[src/design/utf16_to_utf8_newline_normalizer_unit_assert.svh]
// Assertion macros shared by the transcoder top level.
`ifndef UTF16_TO_UTF8_NEWLINE_NORMALIZER_UNIT_ASSERT_SVH
`define UTF16_TO_UTF8_NEWLINE_NORMALIZER_UNIT_ASSERT_SVH

// Same-cycle implication, checked on every rising edge outside reset.
`define U16U8NL_ASSERT_NOW(lbl, ante, cons, msg) \
  lbl: assert property (@(posedge clk) disable iff (rst) (ante) |-> (cons)) \
    else $error(msg);

// Next-cycle implication, checked on every rising edge outside reset.
`define U16U8NL_ASSERT_NEXT(lbl, ante, cons, msg) \
  lbl: assert property (@(posedge clk) disable iff (rst) (ante) |=> (cons)) \
    else $error(msg);

`endif

[src/design/u16u8nl_pkg.sv]
// Types and codes shared by the UTF-16 to UTF-8 transcoder modules.
package u16u8nl_pkg;

  localparam logic [2:0] ST_OK        = 3'd0;
  localparam logic [2:0] ST_MALFORMED = 3'd1;
  localparam logic [2:0] ST_LONE_LOW  = 3'd2;
  localparam logic [2:0] ST_BAD_PAIR  = 3'd3;
  localparam logic [2:0] ST_NUL       = 3'd4;

  localparam logic [15:0] CU_LF         = 16'h000a;
  localparam logic [15:0] CU_CR         = 16'h000d;
  localparam logic [20:0] CP_SUPP_BASE  = 21'h10000;

  typedef struct packed {
    logic [15:0] code_unit;
    logic        unit_malformed;
    logic        end_of_request;
  } unit_t;

  typedef struct packed {
    logic [7:0] utf8_byte;
    logic       byte_valid;
    logic       run_last;
    logic       request_done;
    logic [2:0] status;
  } result_t;

  // One item's worth of results, handed from decoder to serializer.
  typedef struct packed {
    logic [3:0][7:0] bytes;
    logic [1:0]      last_idx;
    logic            data;
    logic [2:0]      status;
    logic            eor;
  } run_t;

endpackage

[src/design/u16u8nl_decode.sv]
// Code unit decoder: surrogate, CR/LF and error handling plus UTF-8 byte build.
module u16u8nl_decode (
  input  logic               clk,
  input  logic               rst,
  input  logic               step,
  input  u16u8nl_pkg::unit_t item,
  output u16u8nl_pkg::run_t  run,
  output logic               none
);

  logic [9:0] held_high_bits;
  logic       high_held;
  logic       cr_seen;
  logic [9:0] held_high_bits_next;
  logic       high_held_next;
  logic       cr_seen_next;

  logic [15:0] cu;
  logic        is_high;
  logic        is_low;
  logic [20:0] cp_pair;
  logic [1:0]  n_last;
  logic        have_bytes;
  logic [2:0]  err;

  function automatic logic [20:0] CP_SUPP_BASE_ADD(input logic [9:0] hi,
                                                   input logic [9:0] lo);
    CP_SUPP_BASE_ADD = u16u8nl_pkg::CP_SUPP_BASE + {1'b0, hi, lo};
  endfunction

  assign cu      = item.code_unit;
  assign is_high = (cu[15:10] == 6'b110110);
  assign is_low  = (cu[15:10] == 6'b110111);
  assign cp_pair = CP_SUPP_BASE_ADD(held_high_bits, cu[9:0]);

  always_comb begin
    held_high_bits_next = held_high_bits;
    high_held_next      = high_held;
    cr_seen_next        = cr_seen;
    err                 = u16u8nl_pkg::ST_OK;
    have_bytes          = 1'b0;
    n_last              = 2'd0;
    run.bytes           = '0;

    if (item.unit_malformed) begin
      high_held_next      = 1'b0;
      held_high_bits_next = '0;
      err                 = u16u8nl_pkg::ST_MALFORMED;
    end else if (high_held) begin
      high_held_next      = 1'b0;
      held_high_bits_next = '0;
      if (is_low) begin
        have_bytes   = 1'b1;
        n_last       = 2'd3;
        run.bytes[0] = {5'b11110, cp_pair[20:18]};
        run.bytes[1] = {2'b10, cp_pair[17:12]};
        run.bytes[2] = {2'b10, cp_pair[11:6]};
        run.bytes[3] = {2'b10, cp_pair[5:0]};
      end else begin
        err = u16u8nl_pkg::ST_BAD_PAIR;
      end
    end else if (cu == u16u8nl_pkg::CU_LF && cr_seen) begin
      // drop the LF of a CR LF pair
      cr_seen_next = 1'b0;
    end else begin
      cr_seen_next = 1'b0;
      if (cu == u16u8nl_pkg::CU_CR) begin
        have_bytes   = 1'b1;
        run.bytes[0] = u16u8nl_pkg::CU_LF[7:0];
        cr_seen_next = 1'b1;
      end else if (is_high) begin
        held_high_bits_next = cu[9:0];
        high_held_next      = 1'b1;
      end else if (is_low) begin
        err = u16u8nl_pkg::ST_LONE_LOW;
      end else if (cu == 16'h0000) begin
        err = u16u8nl_pkg::ST_NUL;
      end else if (cu[15:7] == 9'd0) begin
        have_bytes   = 1'b1;
        run.bytes[0] = cu[7:0];
      end else if (cu[15:11] == 5'd0) begin
        have_bytes   = 1'b1;
        n_last       = 2'd1;
        run.bytes[0] = {3'b110, cu[10:6]};
        run.bytes[1] = {2'b10, cu[5:0]};
      end else begin
        have_bytes   = 1'b1;
        n_last       = 2'd2;
        run.bytes[0] = {4'b1110, cu[15:12]};
        run.bytes[1] = {2'b10, cu[11:6]};
        run.bytes[2] = {2'b10, cu[5:0]};
      end
    end

    run.data     = have_bytes && (err == u16u8nl_pkg::ST_OK);
    run.last_idx = run.data ? n_last : 2'd0;
    run.status   = err;
    run.eor      = item.end_of_request;
    if (!run.data) begin
      run.bytes = '0;
    end
    none = (err == u16u8nl_pkg::ST_OK) && !have_bytes && !item.end_of_request;
  end

  always_ff @(posedge clk) begin
    if (rst) begin
      held_high_bits <= '0;
      high_held      <= 1'b0;
      cr_seen        <= 1'b0;
    end else if (step) begin
      held_high_bits <= held_high_bits_next;
      high_held      <= high_held_next;
      cr_seen        <= cr_seen_next;
    end
  end

endmodule

[src/design/u16u8nl_serial.sv]
// Result buffer: holds one item's run and hands it out one byte per transfer.
module u16u8nl_serial (
  input  logic                 clk,
  input  logic                 rst,
  input  logic                 load,
  input  u16u8nl_pkg::run_t    run,
  output logic                 free,
  output logic                 res_valid,
  input  logic                 res_ready,
  output u16u8nl_pkg::result_t res_data
);

  u16u8nl_pkg::run_t buffer;
  logic              full;
  logic [1:0]        idx;
  logic              at_last;
  logic              xfer;

  assign at_last   = (idx == buffer.last_idx);
  assign xfer      = full && res_ready;
  assign free      = !full || (xfer && at_last);
  assign res_valid = full;

  always_comb begin
    res_data.utf8_byte    = buffer.bytes[idx];
    res_data.byte_valid   = buffer.data;
    res_data.run_last     = at_last;
    res_data.request_done = at_last && buffer.eor;
    res_data.status       = buffer.status;
  end

  always_ff @(posedge clk) begin
    if (rst) begin
      full <= 1'b0;
      idx  <= 2'd0;
    end else if (load) begin
      full <= 1'b1;
      idx  <= 2'd0;
    end else if (xfer) begin
      if (at_last) begin
        full <= 1'b0;
        idx  <= 2'd0;
      end else begin
        idx <= idx + 2'd1;
      end
    end
  end

  always_ff @(posedge clk) begin
    if (load) begin
      buffer <= run;
    end
  end

endmodule

[src/design/utf16_to_utf8_newline_normalizer_unit.sv]
// Top level of the UTF-16 to UTF-8 transcoder with newline normalization.
//
// Input channel (unit_valid/unit_ready/unit_data): one UTF-16 code unit per
// transfer, with a malformed flag and an end-of-request mark.
// Result channel (res_valid/res_ready/res_data): one result per transfer, a
// UTF-8 byte or a bare status/end marker; run_last marks the last result of
// an item, request_done the last result of an end-of-request item.
// An accepted unit is registered in the input register, then decoded and
// loaded into the result buffer once it is free; the buffer drives results.
// Throughput is one unit per cycle while each unit yields a single result
// and the receiver does not stall; a unit that yields more than one byte
// holds the result buffer until its last byte transfers, as the result port
// takes one byte per transfer. Units that yield nothing (a held high
// surrogate, a dropped LF) pass the decoder without touching the buffer.
// When the receiver stalls, the buffer holds its run and the input register
// takes one more unit before unit_ready falls.
// Synchronous reset clears the held surrogate, the CR flag and both stages.
module utf16_to_utf8_newline_normalizer_unit (
  input  logic                 clk,
  input  logic                 rst,
  input  logic                 unit_valid,
  output logic                 unit_ready,
  input  u16u8nl_pkg::unit_t   unit_data,
  output logic                 res_valid,
  input  logic                 res_ready,
  output u16u8nl_pkg::result_t res_data
);

  `include "utf16_to_utf8_newline_normalizer_unit_assert.svh"

  // input register
  u16u8nl_pkg::unit_t held_unit;
  logic               held_full;

  u16u8nl_pkg::run_t  run;
  logic               run_none;
  logic               buf_free;
  logic               advance;

  // advance the held unit when it makes no results or the buffer frees up
  assign advance    = held_full && (run_none || buf_free);
  assign unit_ready = !held_full || advance;

  always_ff @(posedge clk) begin
    if (rst) begin
      held_full <= 1'b0;
    end else if (unit_valid && unit_ready) begin
      held_full <= 1'b1;
    end else if (advance) begin
      held_full <= 1'b0;
    end
  end

  always_ff @(posedge clk) begin
    if (unit_valid && unit_ready) begin
      held_unit <= unit_data;
    end
  end

  // decode and step surrogate / CR state once per advanced unit
  u16u8nl_decode u_decode (
    .clk  (clk),
    .rst  (rst),
    .step (advance),
    .item (held_unit),
    .run  (run),
    .none (run_none)
  );

  // drop results of an empty unit; load all others
  u16u8nl_serial u_serial (
    .clk       (clk),
    .rst       (rst),
    .load      (advance && !run_none),
    .run       (run),
    .free      (buf_free),
    .res_valid (res_valid),
    .res_ready (res_ready),
    .res_data  (res_data)
  );

  // a bare marker or error result always ends its run
  `U16U8NL_ASSERT_NOW(a_bare_is_last, res_valid && !res_data.byte_valid,
    res_data.run_last, "bare result not last of its run")
  // error codes never ride on a data byte
  `U16U8NL_ASSERT_NOW(a_err_no_data,
    res_valid && (res_data.status != u16u8nl_pkg::ST_OK), !res_data.byte_valid,
    "error status on a data byte")
  // a run keeps going after a non-final byte is taken
  `U16U8NL_ASSERT_NEXT(a_run_continues,
    res_valid && res_ready && !res_data.run_last, res_valid && res_data.byte_valid,
    "run cut short after a non-final byte")
  // a unit waiting on a stalled buffer stays put
  `U16U8NL_ASSERT_NEXT(a_hold_pending, held_full && !advance,
    held_full && $stable(held_unit), "pending unit lost while stalled")

endmodule
[config.mk]
export PLATFORM = sky130hd
export DESIGN_NAME = utf16_to_utf8_newline_normalizer_unit
export DESIGN_NICKNAME = d
export VERILOG_FILES = /design/src/design/u16u8nl_pkg.sv /design/src/design/u16u8nl_decode.sv /design/src/design/u16u8nl_serial.sv /design/src/design/utf16_to_utf8_newline_normalizer_unit.sv
export VERILOG_INCLUDE_DIRS = /design/src /design/src/design
export SDC_FILE = /design/constraint.sdc
export NUM_CORES = 1
export LEC_CHECK = 0
export CORE_ASPECT_RATIO = 0.6
export CORE_UTILIZATION = 45
export DETAILED_ROUTE_END_ITERATION = 10
export DONT_BUFFER_PORTS = 1
export PLACE_DENSITY_LB_ADDON = 0.05
export SETUP_SLACK_MARGIN = 0.5
export SYNTH_ARGS = -nofsm -noshare
export SYNTH_HDL_FRONTEND = slang
export SYNTH_HIERARCHICAL = 1
export SYNTH_SLANG_ARGS = --single-unit
[constraint.sdc]
create_clock -name clk -period 9.1 [get_ports clk]
set_clock_uncertainty 0.05 [all_clocks]
set_input_delay 0.455 -clock clk [delete_from_list [all_inputs] [get_ports clk]]
set_output_delay 0.455 -clock clk [all_outputs]
set_load 0.01 [all_outputs]
# Word level (Yosys, flattened, before mapping)
# Cells that the tools add are included.
# totals
out_inout_bits	16
reg_bits	73
word_cells	122
in_bits	22
# op_classes
bitwise_logic	4
addsub	2
eq_ne	7
muxes	57
n_reduce_logical	33
order_cmp	1
# op_table
operator	n
$mux W24	5
$mux W10	5
$eq A16 B4 Y1 const B	2
$mux W16	2
$mux W32	1
$mux W8	4
$mux W2	11
$add A17 B20 Y21 const A	1
$mux W3	7
$mux W1	20
$bmux W8 S2	1
$logic_not A16 Y1	1
$mux W14	1
$eq A6 B6 Y1 const B	2
$logic_and A1 B1 Y1	10
$logic_not A9 Y1	1
$ne A3 B2 Y1 const B	2
$reduce_bool A2 Y1	3
$logic_not A1 Y1	5
$logic_not A5 Y1	1
$not A1 Y1	4
$reduce_and A4 Y1	1
$reduce_or A2 Y1	2
$reduce_or A4 Y1	1
other kinds (9)	11

# Longest topological paths before layout
# logic_depth
word_depth	16
ltp_mapped	12
ltp_nobuf	10

# By module
# The synthesis kept the hierarchy.
# modules_own_cells
module	cells_each	area_per_inst_um2	seq_area_each_um2	instances
u16u8nl_serial	74	1577.8	1231.2	1
u16u8nl_decode	171	1224.9	240.2	1
utf16_to_utf8_newline_normalizer_unit	25	601.8	560.5	1

# Worst setup path before layout
# Ideal clock, no wire load.
# synth_timing
path_type	register to register
from	register held_unit[15] (netlist bit)
to	register u_serial.idx[0]
synth_period_minus_slack_ns	2.886
path_buffers	0
t_arrival_ns	2.767
slack_ns	6.214
setup_ns	0.069
path_stages_with_launch	8
required_ns	8.981
cell_sequence	edfxtp_1 nor4_4 and2_1 nand4_1 a2111oi_2 and3b_2 or4_1 o21ai_1
# synth_between
elab_chain_len	15
word_cells_on_any_way	31
cone_classes	4 x eq/ne; 16 x mux; 11 x reduce/logical
# synth_lines
element	line	rtl
from (decl)	utf16_to_utf8_newline_normalizer_unit.sv:32	u16u8nl_pkg::unit_t held_unit;
from (signal assigned)	utf16_to_utf8_newline_normalizer_unit.sv:56	held_unit <= unit_data;
$logic_not A16 Y1	u16u8nl_decode.sv:76	end else if (cu == 16'h0000) begin
$mux W3 or $mux W1 (tied branches)	u16u8nl_decode.sv:76	
$mux W3 or $mux W1 (tied branches)	u16u8nl_decode.sv:74	end else if (is_low) begin
$mux W3 or $mux W1 (tied branches)	u16u8nl_decode.sv:71	end else if (is_high) begin
$mux W3 or $mux W1 (tied branches)	u16u8nl_decode.sv:67	if (cu == u16u8nl_pkg::CU_CR) begin
$mux W3 or $mux W1 (tied branches)	u16u8nl_decode.sv:62	end else if (cu == u16u8nl_pkg::CU_LF && cr_seen) begin
$mux W3 or $mux W1 (tied branches)	u16u8nl_decode.sv:49	end else if (high_held) begin
$mux W3 or $mux W1 (tied branches)	u16u8nl_decode.sv:45	if (item.unit_malformed) begin
$logic_not A3 Y1 or $logic_not A1 Y1 (tied branches)	u16u8nl_decode.sv:102	none = (err == u16u8nl_pkg::ST_OK) && !have_bytes && !item.end_of_request;
$logic_and A1 B1 Y1 * (2 in a row)	u16u8nl_decode.sv:102	
via run_none	utf16_to_utf8_newline_normalizer_unit.sv:36	logic run_none;
$logic_or A1 B1 Y1	utf16_to_utf8_newline_normalizer_unit.sv:41	assign advance = held_full && (run_none || buf_free);
$logic_and A1 B1 Y1	utf16_to_utf8_newline_normalizer_unit.sv:41	
$logic_and A1 B1 Y1 *	utf16_to_utf8_newline_normalizer_unit.sv:74	.load (advance && !run_none),
$reduce_or A2 Y1 (no line) *	n/a	
to (signal assigned)	u16u8nl_serial.sv:44	idx <= idx + 2'd1;
to (decl)	u16u8nl_serial.sv:15	logic [1:0] idx;
# The timed path passes the listed nets; every way through them passes the cells marked *.
# A chain may end at the register's enable or synchronous reset.

# Worst setup path after layout
# layout_timing
from	register held_unit[12] (netlist bit)
to	register u_decode.held_high_bits[3]
# layout_between
elab_chain_len	14
word_cells_on_any_way	32
cone_classes	6 x eq/ne; 16 x mux; 10 x reduce/logical
# layout_lines
element	line	rtl
$logic_not A16 Y1	u16u8nl_decode.sv:76	
$mux W3 or $mux W1 (tied branches)	u16u8nl_decode.sv:76	
$mux W3 or $mux W1 (tied branches)	u16u8nl_decode.sv:74	
$mux W3 or $mux W1 (tied branches)	u16u8nl_decode.sv:71	
$mux W3 or $mux W1 (tied branches)	u16u8nl_decode.sv:67	
$mux W3 or $mux W1 (tied branches)	u16u8nl_decode.sv:62	
$mux W3 or $mux W1 (tied branches)	u16u8nl_decode.sv:49	
$mux W3 or $mux W1 (tied branches)	u16u8nl_decode.sv:45	
$logic_not A3 Y1 or $logic_not A1 Y1 (tied branches)	u16u8nl_decode.sv:102	
$logic_and A1 B1 Y1 * (2 in a row)	u16u8nl_decode.sv:102	
via run_none	utf16_to_utf8_newline_normalizer_unit.sv:36	
$logic_or A1 B1 Y1 *	utf16_to_utf8_newline_normalizer_unit.sv:41	
$logic_and A1 B1 Y1 *	utf16_to_utf8_newline_normalizer_unit.sv:41	
via advance	utf16_to_utf8_newline_normalizer_unit.sv:38	logic advance;
$reduce_and A4 Y1 (no line) *	n/a	
to (signal assigned)	u16u8nl_decode.sv:111	held_high_bits <= held_high_bits_next;
to (decl)	u16u8nl_decode.sv:11	logic [9:0] held_high_bits;
# Marks and branches as above.

==> impl_metrics.json <==
{
  "core_area_um2": 7300,
  "grt_pass1_vias": 2023,
  "drc_errors": 0,
  "cts_resized": 0,
  "critPathKind": "flop to flop",
  "place_area_um2": 3410,
  "maxSlewHeadroom_pct": 39.9,
  "synth_compound_area_share_pct": 11.6,
  "startpoint_type": "flop",
  "grt_max_degree": 44,
  "synthSimpleGateAreaFrac_pct": 14.9,
  "fillers": 665,
  "ys.flop_type": "edfxtp_1",
  "nNetsFinal": 284,
  "yosys-top-cells-area": "edfxtp_1, dfxtp_1, mux4_2, nor2_1, buf_4",
  "wire_per_inst_um": 19.5,
  "drive_above_1_share_pct": 13.9,
  "wirelength_um": 7220,
  "status": "finished clean",
  "overflow": 0,
  "design_area_um2": 3720,
  "synth.distinct_cells": 55,
  "drtPass1Iterations": 5,
  "synth_area_um2": 3400,
  "yosys.area.top_type_share_pct": 50.3,
  "fin_crit_sh_pct": 38.6,
  "postSynthCellCount": 270,
  "syn_to_final_growth_pct": 9.15,
  "r2r_cells": 9,
  "yosysWarnings": 6,
  "dp_cells": 354,
  "antenna_found_initial": 0,
  "clk_pin_slew_worst_paths_ns": 0.05,
  "grt_use_total_pct": 19.9,
  "synth_common_cells": "edfxtp_1, nor2_1, dfxtp_1",
  "synth_top_family_by_area": "simple AND/OR/NAND/NOR gates",
  "powerDensity_nw_per_um2": 213,
  "hold_buffers": 0,
  "htreeDepth": 3,
  "yosys.area.top_type": "edfxtp_1",
  "globalplace.congestion": 0.901,
  "start_util_pct": 46.7,
  "tightest_slew_ns": 0.902,
  "fmax_mhz": 285,
  "cts_buffers": 9,
  "async_flop_share_pct": 0,
  "io_pins": 38,
  "cap_violations": 0,
  "via_count": 2109,
  "dp_hpwl_um": 5030,
  "crit_fanout": 11,
  "grt_pass1_wl_um": 11200,
  "num_rows": 24,
  "synth_edf_count": 57,
  "synth_xor_xnor_area_share_pct": 1.29,
  "peakVddDrop_mv": 0.121,
  "die-area_um2": 7930,
  "port_buffers": 0,
  "postRouteAntennaNets": 0,
  "leakagePower_uw": 0.00126,
  "insertedDiodeCount": 0,
  "min_period_ns": 3.51,
  "fin_setup_tns_ns": 0,
  "avgSynthCellArea_um2": 12.6,
  "finalSetupViolations": 0,
  "worstHoldPathCells": 1,
  "numClockSinks": 73,
  "viasPerCell": 5.70,
  "grt_setup_unrepaired": "false",
  "crit_required_ns": 9.31,
  "cts_max_path_buffers": 2,
  "final_cell_count_no_fill": 370,
  "worstPathArrival_ns": 3.72,
  "hold_path_class": "input pin to flop",
  "cts_setup_buffers": 0,
  "power_uw": 791,
  "hold_viol": 0,
  "drtIter0Drc": 211,
  "cts_tree": "yes",
  "drv_slew": 0,
  "fp.dieH_um": 69.4,
  "yosysMostFrequentCell": "edfxtp_1",
  "endpoint_kind": "flop",
  "insertion_delay_ns": 0.33,
  "synth.ff_latch_count": 73,
  "cts_root_buf": "clkbuf_16",
  "synth.yosys.seq_area_share_pct": 59.7,
  "die_w_um": 114,
  "synth_fa_ha_area_share_pct": 0.368,
  "synthMuxAreaShare_pct": 6.87
}
[worst paths after layout]
| check | from | end | slack (ns) |
|---|---|---|---|
| setup / recovery | held_unit[12]$_DFFE_PP_ | u_decode/held_high_bits[3]$_SDFFE_PP0P_ | 5.59 |
| hold / removal | rst | held_full$_SDFFE_PP0P_ | 0.14 |
| setup reg to reg | held_unit[12]$_DFFE_PP_ | u_decode/held_high_bits[3]$_SDFFE_PP0P_ | 5.59 |
| hold reg to reg | held_unit[0]$_DFFE_PP_ | u_serial/buffer[0]$_DFFE_PP_ | 0.45 |
[cells by family (layout without fill, tap and decap cells)]
kind of cell    Yosys count  count (layout)
simple gates             92              92
xor+xnor                  5               5
buf+inv                  30              24
mux                      13              13
compound gates           55              55
fa+ha+maj                 1               1
flops                    73              73
other cells               1               3
[critical path: stages, from the launching register on]
cell and delay, ns:
edfxtp_1 0.55, nor4_4 0.58, nand4_1 0.37, a2111oi_2 0.44
o21a_1 0.22, inv_1 0.06, or2_1 0.27, nor3_2 0.56
a22oi_1 0.18, nor2_1 0.14
[per-stage QoR]
stage	utilization, %	setup WS (ns)	hold WS (ns)
after floorplan	-	6.21	0.407
after global placement	46.7	5.76	0.434
after detailed placement	46.7	5.67	0.444
after CTS	50.9	5.65	0.126
after global routing	50.9	5.27	0.129
final	50.9	5.59	0.140
[power by group]
group / switching, uW / leakage [uW] / total, uW / internal (uW)
sequential: 14.8 / 0.000670 / 393 / 378
combinational: 22.2 / 0.000435 / 35.6 / 13.4
clock: 126 / 0.000150 / 363 / 237
total: 163 / 0.00126 / 791 / 628
[area by class of cell]
class / instances / area [um^2] / area share, %
Inverter: 7 / 26.3 / 0.707
Sequential cell: 73 / 2030 / 54.7
Timing Repair Buffer: 1 / 7.51 / 0.202
Tap cell: 104 / 130 / 3.50
Multi-Input combinational cell: 169 / 1210 / 32.6
Clock buffer: 9 / 225 / 6.06
Clock inverter: 7 / 85.1 / 2.29
[cells in the final DEF (no fill, tap or decap), drive strengths merged, types with 5 or more instances in the layout]
cell type | netlist | final
nor3 | 7 | 7
edfxtp | 57 | 57
clkbuf | 4 | 9
a22o | 6 | 6
o21ai | 10 | 10
a21oi | 12 | 12
inv | 7 | 7
mux2i | 5 | 5
dfxtp | 16 | 16
nand2 | 14 | 14
mux4 | 8 | 8
and2 | 9 | 9
a22oi | 10 | 10
nor2 | 38 | 38
[per-layer routing]
| metal | track usage [%] | routed length (um) | up-vias |
|---|---|---|---|
| met5 | 0 | 0 | - |
| met2 | 27.1 | 3000 | 86 |
| li1 | - | - | 988 |
| met3 | 6.64 | 494 | 10 |
| met1 | 29.4 | 3630 | 1025 |
| met4 | 6.64 | 93 | 0 |
[sequential cells by signal, summed over array words and instances, names as in the netlist]
signal / flops
u_serial/res_valid: 1
u_decode/high_held: 1
u_decode/held_high_bits: 10
u_decode/cr_seen: 1
held_full: 1
held_unit: 18
u_serial/buffer: 35
u_serial/res_data: 4
u_serial/idx: 2
(Power assumes the default switching activity.)
